### config.mk
export PLATFORM = sky130hd
export DESIGN_NAME = cuc_ctrl
export DESIGN_NICKNAME = d
export VERILOG_FILES = /design/src/sv/cuc_pkg.sv /design/src/sv/cuc_crc_byte.sv /design/src/sv/cuc_ctrl.sv
export SDC_FILE = /design/constraint.sdc
export NUM_CORES = 1
export LEC_CHECK = 0
export ABC_AREA = 1
export BUFFER_PORTS_ARGS = -buffer_cell sky130_fd_sc_hd__buf_2
export CAP_MARGIN = 10
export CORE_MARGIN = 1
export CORE_UTILIZATION = 54
export CTS_CLUSTER_SIZE = 10
export DETAILED_ROUTE_END_ITERATION = 6
export PLACE_DENSITY = 0.78
export SLEW_MARGIN = 40
export SYNTH_ARGS = -nofsm -noshare
export SYNTH_HDL_FRONTEND = slang
export SYNTH_SLANG_ARGS = --single-unit
### constraint.sdc
create_clock -name clk -period 3.65 [get_ports clk]
set_input_delay 0.365 -clock clk [delete_from_list [all_inputs] [get_ports clk]]
set_output_delay 0.365 -clock clk [all_outputs]
set_load 0.005 [all_outputs]
### src/sv/cuc_pkg.sv
// ----------------------------------------------------------------------------
// cuc_pkg: shared types and constants for the chunked upload checker
// Item layouts, operation codes, status codes and constants.
// ----------------------------------------------------------------------------
package cuc_pkg;

  typedef enum logic [1:0] {
    FN_BEGIN  = 2'd0,
    FN_DATA   = 2'd1,
    FN_COMMIT = 2'd2
  } func_t;

  typedef enum logic [2:0] {
    ST_OK        = 3'd0,
    ST_BAD_STATE = 3'd1,
    ST_BAD_PARAM = 3'd2,
    ST_BAD_LEN   = 3'd3,
    ST_SEQ_GAP   = 3'd4,
    ST_FLASH     = 3'd5,
    ST_CRC       = 3'd6
  } status_t;

  localparam int unsigned RECORD_BYTES  = 8;
  localparam int unsigned RECORD_SHIFT  = $clog2(RECORD_BYTES);
  localparam int unsigned REC_CNT_W     = 14;
  localparam logic [7:0]  MISSION_TYPE  = 8'd1;
  localparam logic [31:0] CRC_POLY      = 32'hEDB88320;

  typedef struct packed {
    func_t       func;
    logic [7:0]  mission_type;
    logic [31:0] body_len;
    logic [31:0] declared_crc;
    logic [15:0] seq;
    logic [15:0] chunk_len;
    logic [7:0]  data_byte;
    logic        last_of_chunk;
    logic        player_busy;
    logic        flash_error;
  } in_item_t;

  typedef struct packed {
    status_t                status;
    logic                   active_slot;
    logic                   mission_loaded;
    logic                   upload_active;
    logic [REC_CNT_W-1:0]   record_count;
  } out_item_t;

endpackage

### src/sv/cuc_crc_byte.sv
// ----------------------------------------------------------------------------
// cuc_crc_byte: one-byte CRC-32 update
// Reflected CRC-32, preset and final inversion folded in, so the running
// value starts at zero.
// ----------------------------------------------------------------------------
module cuc_crc_byte
  import cuc_pkg::*;
(
  input  logic [31:0] crc_in,
  input  logic [7:0]  data_in,
  output logic [31:0] crc_out
);

  always_comb begin
    logic [31:0] c;
    c = ~crc_in ^ {24'd0, data_in};
    for (int i = 0; i < 8; i++) begin
      c = c[0] ? ((c >> 1) ^ CRC_POLY) : (c >> 1);
    end
    crc_out = ~c;
  end

endmodule

### src/sv/cuc_ctrl.sv
// ----------------------------------------------------------------------------
// cuc_ctrl: upload state and per-item status decision
// Holds the upload/slot state, decides the status of one item and updates
// the state when the item is taken.
// ----------------------------------------------------------------------------
module cuc_ctrl
  import cuc_pkg::*;
#(
  parameter int unsigned SLOT_BYTES   = 65536,
  parameter int unsigned HEADER_BYTES = 32
) (
  input  logic      clk,
  input  logic      rst_n,
  input  logic      fire,      // item in the register is taken this cycle
  input  in_item_t  item,
  output logic      emit,      // item yields a result
  output out_item_t result
);

  localparam int unsigned MAX_LEN = SLOT_BYTES - HEADER_BYTES;
  localparam int unsigned LEN_W   = $clog2(MAX_LEN + 1);
  // byte count can run up to one saturated chunk past the declared length
  localparam int unsigned CNT_W   = $clog2(MAX_LEN + 65536);

  logic             upload_on_r,  upload_on_nxt;
  logic             target_slot_r, target_slot_nxt;
  logic [LEN_W-1:0] expected_total_r, expected_total_nxt;
  logic [CNT_W-1:0] bytes_done_r, bytes_done_nxt;
  logic [31:0]      expected_crc_r, expected_crc_nxt;
  logic [31:0]      running_crc_r, running_crc_nxt;
  logic [15:0]      next_seq_r, next_seq_nxt;
  logic [15:0]      chunk_pos_r, chunk_pos_nxt;
  status_t          chunk_status_r, chunk_status_nxt;
  logic             valid_slot_r, valid_slot_nxt;
  logic             has_mission_r, has_mission_nxt;
  logic [LEN_W-1:0] committed_len_r, committed_len_nxt;

  logic [31:0]      crc_upd;
  logic [31:0]      rc_wide;

  cuc_crc_byte u_crc (
    .crc_in  (running_crc_r),
    .data_in (item.data_byte),
    .crc_out (crc_upd)
  );

  always_comb begin
    status_t     st;
    logic [15:0] pos_inc;
    upload_on_nxt      = upload_on_r;
    target_slot_nxt    = target_slot_r;
    expected_total_nxt = expected_total_r;
    bytes_done_nxt     = bytes_done_r;
    expected_crc_nxt   = expected_crc_r;
    running_crc_nxt    = running_crc_r;
    next_seq_nxt       = next_seq_r;
    chunk_pos_nxt      = chunk_pos_r;
    chunk_status_nxt   = chunk_status_r;
    valid_slot_nxt     = valid_slot_r;
    has_mission_nxt    = has_mission_r;
    committed_len_nxt  = committed_len_r;
    emit               = 1'b0;
    st                 = ST_OK;
    pos_inc            = '0;

    unique case (item.func)
      FN_BEGIN: begin
        emit             = 1'b1;
        chunk_pos_nxt    = '0;
        chunk_status_nxt = ST_OK;
        if (item.player_busy) begin
          st = ST_BAD_STATE;
        end else if (item.mission_type != MISSION_TYPE) begin
          st = ST_BAD_PARAM;
        end else if (item.body_len == 32'd0 || item.body_len > 32'(MAX_LEN) ||
                     item.body_len[RECORD_SHIFT-1:0] != '0) begin
          st = ST_BAD_LEN;
        end else if (item.flash_error) begin
          st = ST_FLASH;
        end else begin
          target_slot_nxt    = ~valid_slot_r;
          upload_on_nxt      = 1'b1;
          expected_total_nxt = item.body_len[LEN_W-1:0];
          bytes_done_nxt     = '0;
          expected_crc_nxt   = item.declared_crc;
          running_crc_nxt    = '0;
          next_seq_nxt       = '0;
        end
      end
      FN_COMMIT: begin
        emit             = 1'b1;
        chunk_pos_nxt    = '0;
        chunk_status_nxt = ST_OK;
        if (!upload_on_r) begin
          st = ST_BAD_STATE;
        end else begin
          upload_on_nxt = 1'b0;
          if (bytes_done_r != CNT_W'(expected_total_r)) begin
            st = ST_BAD_LEN;
          end else if (item.flash_error) begin
            st = ST_FLASH;
          end else if (running_crc_r != expected_crc_r) begin
            st = ST_CRC;
          end else begin
            valid_slot_nxt    = target_slot_r;
            has_mission_nxt   = 1'b1;
            committed_len_nxt = expected_total_r;
          end
        end
      end
      FN_DATA: begin
        st = chunk_status_r;
        // first byte of a chunk: state, sequence and room checks
        if (chunk_pos_r == '0) begin
          if (!upload_on_r) begin
            st = ST_BAD_STATE;
          end else if (item.seq != next_seq_r) begin
            st = ST_SEQ_GAP;
            upload_on_nxt = 1'b0;
          end else if (item.chunk_len == '0 ||
                       33'(bytes_done_r) + 33'(item.chunk_len) > 33'(expected_total_r)) begin
            st = ST_BAD_LEN;
            upload_on_nxt = 1'b0;
          end else begin
            st = ST_OK;
          end
        end
        if (st == ST_OK) begin
          if (chunk_pos_r >= item.chunk_len) begin
            st = ST_BAD_LEN;
            upload_on_nxt = 1'b0;
          end else if (item.flash_error) begin
            st = ST_FLASH;
            upload_on_nxt = 1'b0;
          end else begin
            running_crc_nxt = crc_upd;
            bytes_done_nxt  = bytes_done_r + CNT_W'(1);
          end
        end
        pos_inc = (chunk_pos_r != 16'hFFFF) ? chunk_pos_r + 16'd1 : chunk_pos_r;
        if (item.last_of_chunk) begin
          emit = 1'b1;
          if (st == ST_OK && pos_inc != item.chunk_len) begin
            st = ST_BAD_LEN;
            upload_on_nxt = 1'b0;
          end
          if (st == ST_OK) begin
            next_seq_nxt = next_seq_r + 16'd1;
          end
          chunk_pos_nxt    = '0;
          chunk_status_nxt = ST_OK;
        end else begin
          chunk_pos_nxt    = pos_inc;
          chunk_status_nxt = st;
        end
      end
      default: begin
        // reserved code: no result, no change
      end
    endcase

    rc_wide = has_mission_nxt ? (32'(committed_len_nxt) >> RECORD_SHIFT) : 32'd0;
    result.status         = st;
    result.active_slot    = valid_slot_nxt;
    result.mission_loaded = has_mission_nxt;
    result.upload_active  = upload_on_nxt;
    result.record_count   = rc_wide[REC_CNT_W-1:0];
  end

  always_ff @(posedge clk) begin
    if (!rst_n) begin
      upload_on_r      <= 1'b0;
      target_slot_r    <= 1'b0;
      expected_total_r <= '0;
      bytes_done_r     <= '0;
      expected_crc_r   <= '0;
      running_crc_r    <= '0;
      next_seq_r       <= '0;
      chunk_pos_r      <= '0;
      chunk_status_r   <= ST_OK;
      valid_slot_r     <= 1'b0;
      has_mission_r    <= 1'b0;
      committed_len_r  <= '0;
    end else if (fire) begin
      upload_on_r      <= upload_on_nxt;
      target_slot_r    <= target_slot_nxt;
      expected_total_r <= expected_total_nxt;
      bytes_done_r     <= bytes_done_nxt;
      expected_crc_r   <= expected_crc_nxt;
      running_crc_r    <= running_crc_nxt;
      next_seq_r       <= next_seq_nxt;
      chunk_pos_r      <= chunk_pos_nxt;
      chunk_status_r   <= chunk_status_nxt;
      valid_slot_r     <= valid_slot_nxt;
      has_mission_r    <= has_mission_nxt;
      committed_len_r  <= committed_len_nxt;
    end
  end

  // an upload is only armed by a taken begin item
  a_arm_by_begin: assert property (@(posedge clk) disable iff (!rst_n)
    $rose(upload_on_r) |-> $past(fire && item.func == FN_BEGIN))
    else $error("upload armed without a begin item");

  // once committed, a mission stays loaded
  a_mission_sticky: assert property (@(posedge clk) disable iff (!rst_n)
    has_mission_r |=> has_mission_r)
    else $error("mission_loaded dropped");

  // between chunks there is no pending chunk status
  a_idle_pos_clean: assert property (@(posedge clk) disable iff (!rst_n)
    (chunk_pos_r == '0) |-> (chunk_status_r == ST_OK))
    else $error("chunk status left over outside a chunk");

endmodule

==> metrics.cfg, run 1 <==
[floorplanning]
die_x_um = 144
pin_count = 141
core-area_um2 = 19600
die_y_um = 144
row_count = 51
die_area_um2 = 20700
initial_core_util_pct = 55.5

[timing]
post-route-min-period_ps = 4210
tns_ps = -9100
period_share_pct = 115
slew_headroom_pct = 49.8
fmax_mhz = 237
finalHoldViolCount = 0
tightest_slew_ps = 753
finalClockSkew_ps = 14.1
rsz0062_at_grt = true
setup_viol = 65
finalMaxSlewViolations = 0
setup_ws_ps = -562

[synthesis]
synth_top_family_by_area = simple AND/OR/NAND/NOR gates
syn_inst = 1662
syn_avg_cell_area_um2 = 6.55
synth_edf_count = 0
yosysTopAreaCell = dfxtp_1
synthDominantCellAreaShare_pct = 27.4
synth_seq_cells = 149
synth_simple_gate_area_share_pct = 33.3
synth-xor-area-share_pct = 10.1
synthMuxAreaShare_pct = 0
synth_fa_ha_area_share_pct = 6.16
syn_area_um2 = 10900
syn_nets = 1835
synth_compound_area_share_pct = 14.4
synthTopCellsByArea = dfxtp_1 27%, nand2_1 13%, nor2_1 6.7%
ys_warn_count = 0
yosysUniqueCellTypes = 54
yosys_most_used_dff = dfxtp_1
synth-seq-area-share_pct = 27.4
synth-async-reset-ratio_pct = 0

[layout]
fin_area_um2 = 13900
final_cells = 2142
diodes = 0
finish.utilization_pct = 71.1
drive_above_1_share_pct = 25.0
syn_to_final_growth_pct = 27.9
nNetsFinal = 2037

[cts]
cts_root_buf = clkbuf_16
htree_levels = 4
cts_tree = built
cts_buffers = 17
clkSlewWorstSetupHoldPaths_ps = 70
ctsHoldBuffers = 0
clock-sinks = 149
clockBufferDepth = 2
clock_latency_ps = 430

[worst_hold_path]
min-delay-start = item[51]
hp-class = primary input to flip-flop

[setup_path]
slowest_stage = dfxtp_2
cpPeakStageDelay_ps = 350
cp.required_ps = 3280
start_kind = flip-flop
arrival_ps = 3850
crit_fanout = 4
path_cells = ha_1 > nand2_1 > inv_1 > a21oi_1 > nand2_4 > a21oi_4 > o21bai_1 > xor2_1 > ha_1 > nand2_1 > nor2_1 > nand4_1 > nand2_2 > nand2_2 > nand2_1 > nand2_1 > nand2_2 > nand3_2 > nor2_4 > nand3_4 > nand3_2 > nand2_1 > o211ai_1 > buf_2
timing.rr.start = bytes_done_r[6]$_SDFFE_PN0P_
critPathMostFrequentCell = nand2_1
critPathLaunch = bytes_done_r[6]$_SDFFE_PN0P_
criticalPathCategory = flip-flop to output pin
critPathCaptureType = output pin

[place]
placed_cell_area_um2 = 12300
post-place-ws_ps = -432
portBuffers = 139
gp_congestion = 0.951
post-place-cells = 2088
dp_hpwl_um = 25300

[detailed_routing]
vias = 12190
wire_per_inst_um = 16.8
detail-route-antenna-nets = 0
wl_um = 36100
drtIter0Drc = 1040
drt_first_pass_iters = 7
drc = 0
routed_via_density = 5.69

[global_routing]
grt_pass1_vias = 10726
grt_max_degree = 51
grt-ovfl-total = 0
grt_pass1_wl_um = 53900
antenna_found_initial = 0
grt_usage_pct = 33.5

[run_status]
violations = negative setup slack
status = finished, violations left

[pwr]
irDropWorstVdd_v = 0.000345
leakagePower_nw = 6.35
pwr_density_cell_nw_per_um2 = 302

[run]
cap_violations = 0

[synth_stat cells, types with 2 or more instances]
cell type,n
nand2_1,368
a31oi_1,4
nor2_1,195
or2_2,35
nor2_2,2
xnor2_1,54
nand3_2,7
a21o_1,6
dfxtp_1,149
nor3_2,3
and3_1,2
a211oi_1,16
o21ai_0,107
xor2_1,68
buf_4,4
inv_2,8
buf_6,2
clkinv_1,2
nand3b_1,4
buf_2,10
ha_1,52
clkbuf_1,37
nor4_1,17
o211a_1,2
nand3_1,80
inv_1,171
a22oi_1,2
a21oi_1,130
nand2_4,5
nand4_1,51
nor3_1,29
nand2_2,6
o21ai_1,3
o22ai_1,6
o211ai_1,5
xor2_2,2
[state kept, by name (all words and copies together) (netlist names)]
| name | flops |
|---|---|
| bytes_done_r | 17 |
| chunk_pos_r | 16 |
| chunk_status_r | 3 |
| committed_len_r | 13 |
| expected_crc_r | 32 |
| expected_total_r | 16 |
| has_mission_r | 1 |
| next_seq_r | 16 |
| running_crc_r | 32 |
| target_slot_r | 1 |
| upload_on_r | 1 |
| valid_slot_r | 1 |
[timing repair]
action,4_1_cts,5_1_grt
pin swaps,21,42
gates cloned,2,7
setup endpoints to repair,70,86
hold endpoints to repair,0,0
setup buffers,8,8
gates resized for setup,48,138
[cell type report]
class                   instances  area, um^2
clock buffers                  19         433
clock inverters                13         160
fillers                      1580        5670
flip-flops and latches        149        3000
repair buffers                237        1680
multi-input cells            1278        7630
inverters                     181         696
well taps                     265         332
[metrics by stage]
stage | hold slack [ps] | total power [mW]
global placement | 446 | 2.28
global route | 155 | 4.33
CTS | 149 | 4.12
finish | 155 | 4.21
floorplan | 439 | 2.07
detailed placement | 455 | 2.29
[per-layer routing]
metal / GRT usage [%] / wire, um
met1: 45.1 / 15300
met2: 51.9 / 16200
met3: 5.96 / 3330
met4: 15.0 / 1240
met5: 0 / 0
[critical path: cells and delay by family, from the launching register on]
kind / cells / cell delay, ps
XOR/XNOR: 1 / 160
AND/OR/NAND/NOR: 15 / 1480
AO/OA/AOI/OAI: 4 / 630
buffers and inverters: 2 / 200
adder cells (fa/ha/maj): 2 / 620
flip-flops: 1 / 350
[final timing paths]
kind	slack (ps)	endpoint	cells past startpoint
worst max-delay path	-560	result[18]	24
worst min-delay path	150	expected_crc_r[8]$_SDFFE_PN0P_	3
worst max register to register	-240	running_crc_r[30]$_SDFFE_PN0P_	26
worst min register to register	460	target_slot_r$_SDFFE_PN0P_	1
[placed cells by master, fill, tap and decap left out, drive strengths merged, types with 54 or more instances in the layout]
cell type,Yosys,layout
buf,18,231
xor2,70,70
nor2,198,198
a21oi,132,132
nand2,379,380
inv,179,184
nand3,87,87
dfxtp,149,149
o21ai,110,110
xnor2,54,54
[cells by family (layout without fill, tap and decap cells)]
group,after synthesis,count (layout)
buffers and inverters,236,450
DFF,149,149
AOI/OAI and AO/OA,288,288
and+or+nand+nor,811,812
adders and majority gates,53,53
other,1,1
xor gates and xnor gates,124,124
[power by group]
| group | total (mW) | switching (mW) | internal [mW] |
|---|---|---|---|
| Sequential | 1.65 | 0.0176 | 1.64 |
| Combinational | 0.722 | 0.434 | 0.288 |
| Clock | 1.83 | 0.800 | 1.03 |
| Total | 4.21 | 1.25 | 2.96 |
Note: power is estimated with default switching activity, not from simulation.
==> run 2, diff against run 1 <==
SLEW_MARGIN = 20   (was 40)
clock period = 3.43 ns   (was 3.65 ns; I/O delays follow)
==> metrics.cfg, run 2 (synthesis results as in run 1) <==
[run_status]
status = finished, violations left
violations = negative setup slack

[layout]
drive_above_1_share_pct = 26.3  ; +1.3 points
syn_to_final_growth_pct = 29.7
final_cells = 2155  ; +0.61%
diodes = 0  ; unchanged
layout.cells.most_common = nand2_1
seq_area_um2 = 3000  ; unchanged
multi_input_area_um2 = 7730  ; +1.3%
reg_top3 = expected_crc_r (32), running_crc_r (32), bytes_done_r (17)
finish.utilization_pct = 72.0  ; +0.96 points
n_fill_cell = 1580  ; unchanged
nNetsFinal = 2050  ; +0.64%
final_cell_mix = 331 x nand2_1, 176 x nor2_1, 170 x inv_1

[worst_hold_path]
min-delay-start = item[62]
hold_path_end = expected_crc_r[19]$_SDFFE_PN0P_
hp-class = primary input to flip-flop
holdPathStages = 3  ; unchanged

[pwr]
power.share.clock_pct = 43.1  ; -0.4 points
pwr-share-comb_pct = 17.6  ; +0.4 points
power_frac_seq_pct = 39.3  ; about the same
irDropWorstVdd_v = 0.000370  ; +7.2%
intPower_mw = 3.12  ; +5.6%
pwr_density_cell_nw_per_um2 = 318  ; +5.1%
switching_power_mw = 1.36  ; +8.7%
leakagePower_nw = 6.46  ; +1.7%
power.share.switching_pct = 30.4  ; +0.62 points

[detailed_routing]
drt_first_pass_iters = 5  ; -2
wl_um = 35700  ; -1.0%
drtIter0Drc = 938  ; -9.8%
detail-route-antenna-nets = 0  ; unchanged
drc = 0  ; unchanged
routed_via_density = 5.66  ; -0.51%
wire_per_inst_um = 16.6  ; -1.6%
vias = 12202  ; +0.098%

[timing]
setup_ws_ps = -664  ; -101 ps
tightest_slew_ps = 798  ; +45.5 ps
finalMaxSlewViolations = 0  ; unchanged
rsz0062_at_grt = true
fmax_mhz = 244
post-route-min-period_ps = 4090
finalClockSkew_ps = 9.22  ; -4.86 ps
period_share_pct = 119
fin_hold_ws_ps = 130  ; -25.2 ps
setup_viol = 69  ; +6.2%
finalHoldViolCount = 0  ; unchanged
slew_headroom_pct = 46.4  ; -3.4 points

[setup_path]
critPathCaptureType = output pin
r2r-end = running_crc_r[13]$_SDFFE_PN0P_
crit_family = simple AND/OR/NAND/NOR gates
slowest_stage = dfxtp_2
start_kind = flip-flop
timing.rr.start = bytes_done_r[6]$_SDFFE_PN0P_
cpPeakStageDelay_ps = 390  ; +40 ps
reg2reg_depth = 30  ; +15%
regToRegSetupSlack_ps = -570  ; -330 ps
cp_num_buf_inv = 2  ; unchanged
arrival_ps = 3750  ; -100 ps
critPathLaunch = bytes_done_r[6]$_SDFFE_PN0P_
crit_fanout = 4  ; unchanged
criticalPathCategory = flip-flop to output pin
cp.required_ps = 3090  ; -190 ps

[floorplanning]
die_area_um2 = 20700  ; unchanged
row_count = 51  ; unchanged
initial_core_util_pct = 55.5  ; unchanged
core-area_um2 = 19600  ; unchanged
pin_count = 141  ; unchanged
die_x_um = 144  ; unchanged
die_y_um = 144  ; unchanged

[global_routing]
grt-ovfl-total = 0  ; unchanged
antenna_found_initial = 0  ; unchanged
grt_pass1_vias = 11110  ; +3.6%
grt_pass1_wl_um = 55200  ; +2.3%
grt_max_degree = 60  ; +18%
grt_usage_pct = 34.2  ; +0.72 points

[cts]
ctsHoldBuffers = 0  ; unchanged
clock-sinks = 149  ; unchanged
clkSlewWorstSetupHoldPaths_ps = 70  ; about the same
clock_latency_ps = 430  ; about the same
htree_levels = 4  ; unchanged
clockBufferDepth = 2  ; unchanged
cts_tree = built
cts_root_buf = clkbuf_16
cts_buffers = 17  ; unchanged

[place]
portBuffers = 139  ; unchanged
post-place-ws_ps = -509  ; -77.1 ps
gp_congestion = 0.976  ; +2.6%
post-place-cells = 2096  ; +0.38%
dp_hpwl_um = 25100  ; -0.97%

[run]
cap_violations = 0  ; unchanged

## run 2: worst register-to-register path, delay by kind of cell (launching register included)
kind                       cells  cell delay (ps)
adders and majority gates      2              520
DFF                            1              390
AOI/OAI and AO/OA              2              410
and+or+nand+nor               17             1580
xor gates and xnor gates       1               90
buffers and inverters          8              910
## run 2: how the worst max path moves through the flow
stage                            end  depth (start not counted)
after global routing      result[19]                         28
after global placement    result[14]                         26
after floorplan           result[14]                         23
after detailed placement  result[14]                         27
final                     result[18]                         26
after CTS                 result[18]                         29
## run 2: repair_timing
action | 4_1_cts | 5_1_grt
pin swaps | 33 | 53
endpoints found under the setup margin | 72 | 87
cloned | 9 | 0
buffers inserted | 18 | 12
resized for setup | 126 | 105
## run 2: area by class of cell
type / count / area share (%)
Multi-Input combinational cell: 1278 / 54.8
Clock inverter: 14 / 1.13
Clock buffer: 18 / 3.11
Tap cell: 265 / 2.35
Sequential cell: 149 / 21.3
Inverter: 181 / 4.92
Timing Repair Buffer: 250 / 12.5
## run 2: routing by layer
layer / wire [um] / GRT usage [%] / vias up
met1: 14900 / 45.0 / 5536
met2: 16200 / 54.4 / 672
met3: 3480 / 6.53 / 97
met4: 1150 / 14.6 / 0
met5: 0 / 0 / -
li1: - / - / 5897
## run 2: power groups by stage
stage / sequential [mW] / clock (mW) / combinational, mW
6_report: 1.76 / 1.93 / 0.788
5_1_grt: 1.76 / 2.01 / 0.852
4_1_cts: 1.76 / 1.94 / 0.723
3_5_place_dp: 1.80 / 0 / 0.638
3_3_place_gp: 1.80 / 0 / 0.622
2_1_floorplan: 1.79 / 0 / 0.406
## run 2: per-stage QoR
step / instance area, um^2 / power [mW] / TNS (ps)
after global routing: 14100 / 4.62 / -45730
after detailed placement: 12400 / 2.44 / -22390
after CTS: 13700 / 4.42 / -20630
after global placement: 12400 / 2.42 / -15380
final: 14100 / 4.48 / -27300
after floorplan: 10900 / 2.20 / 0
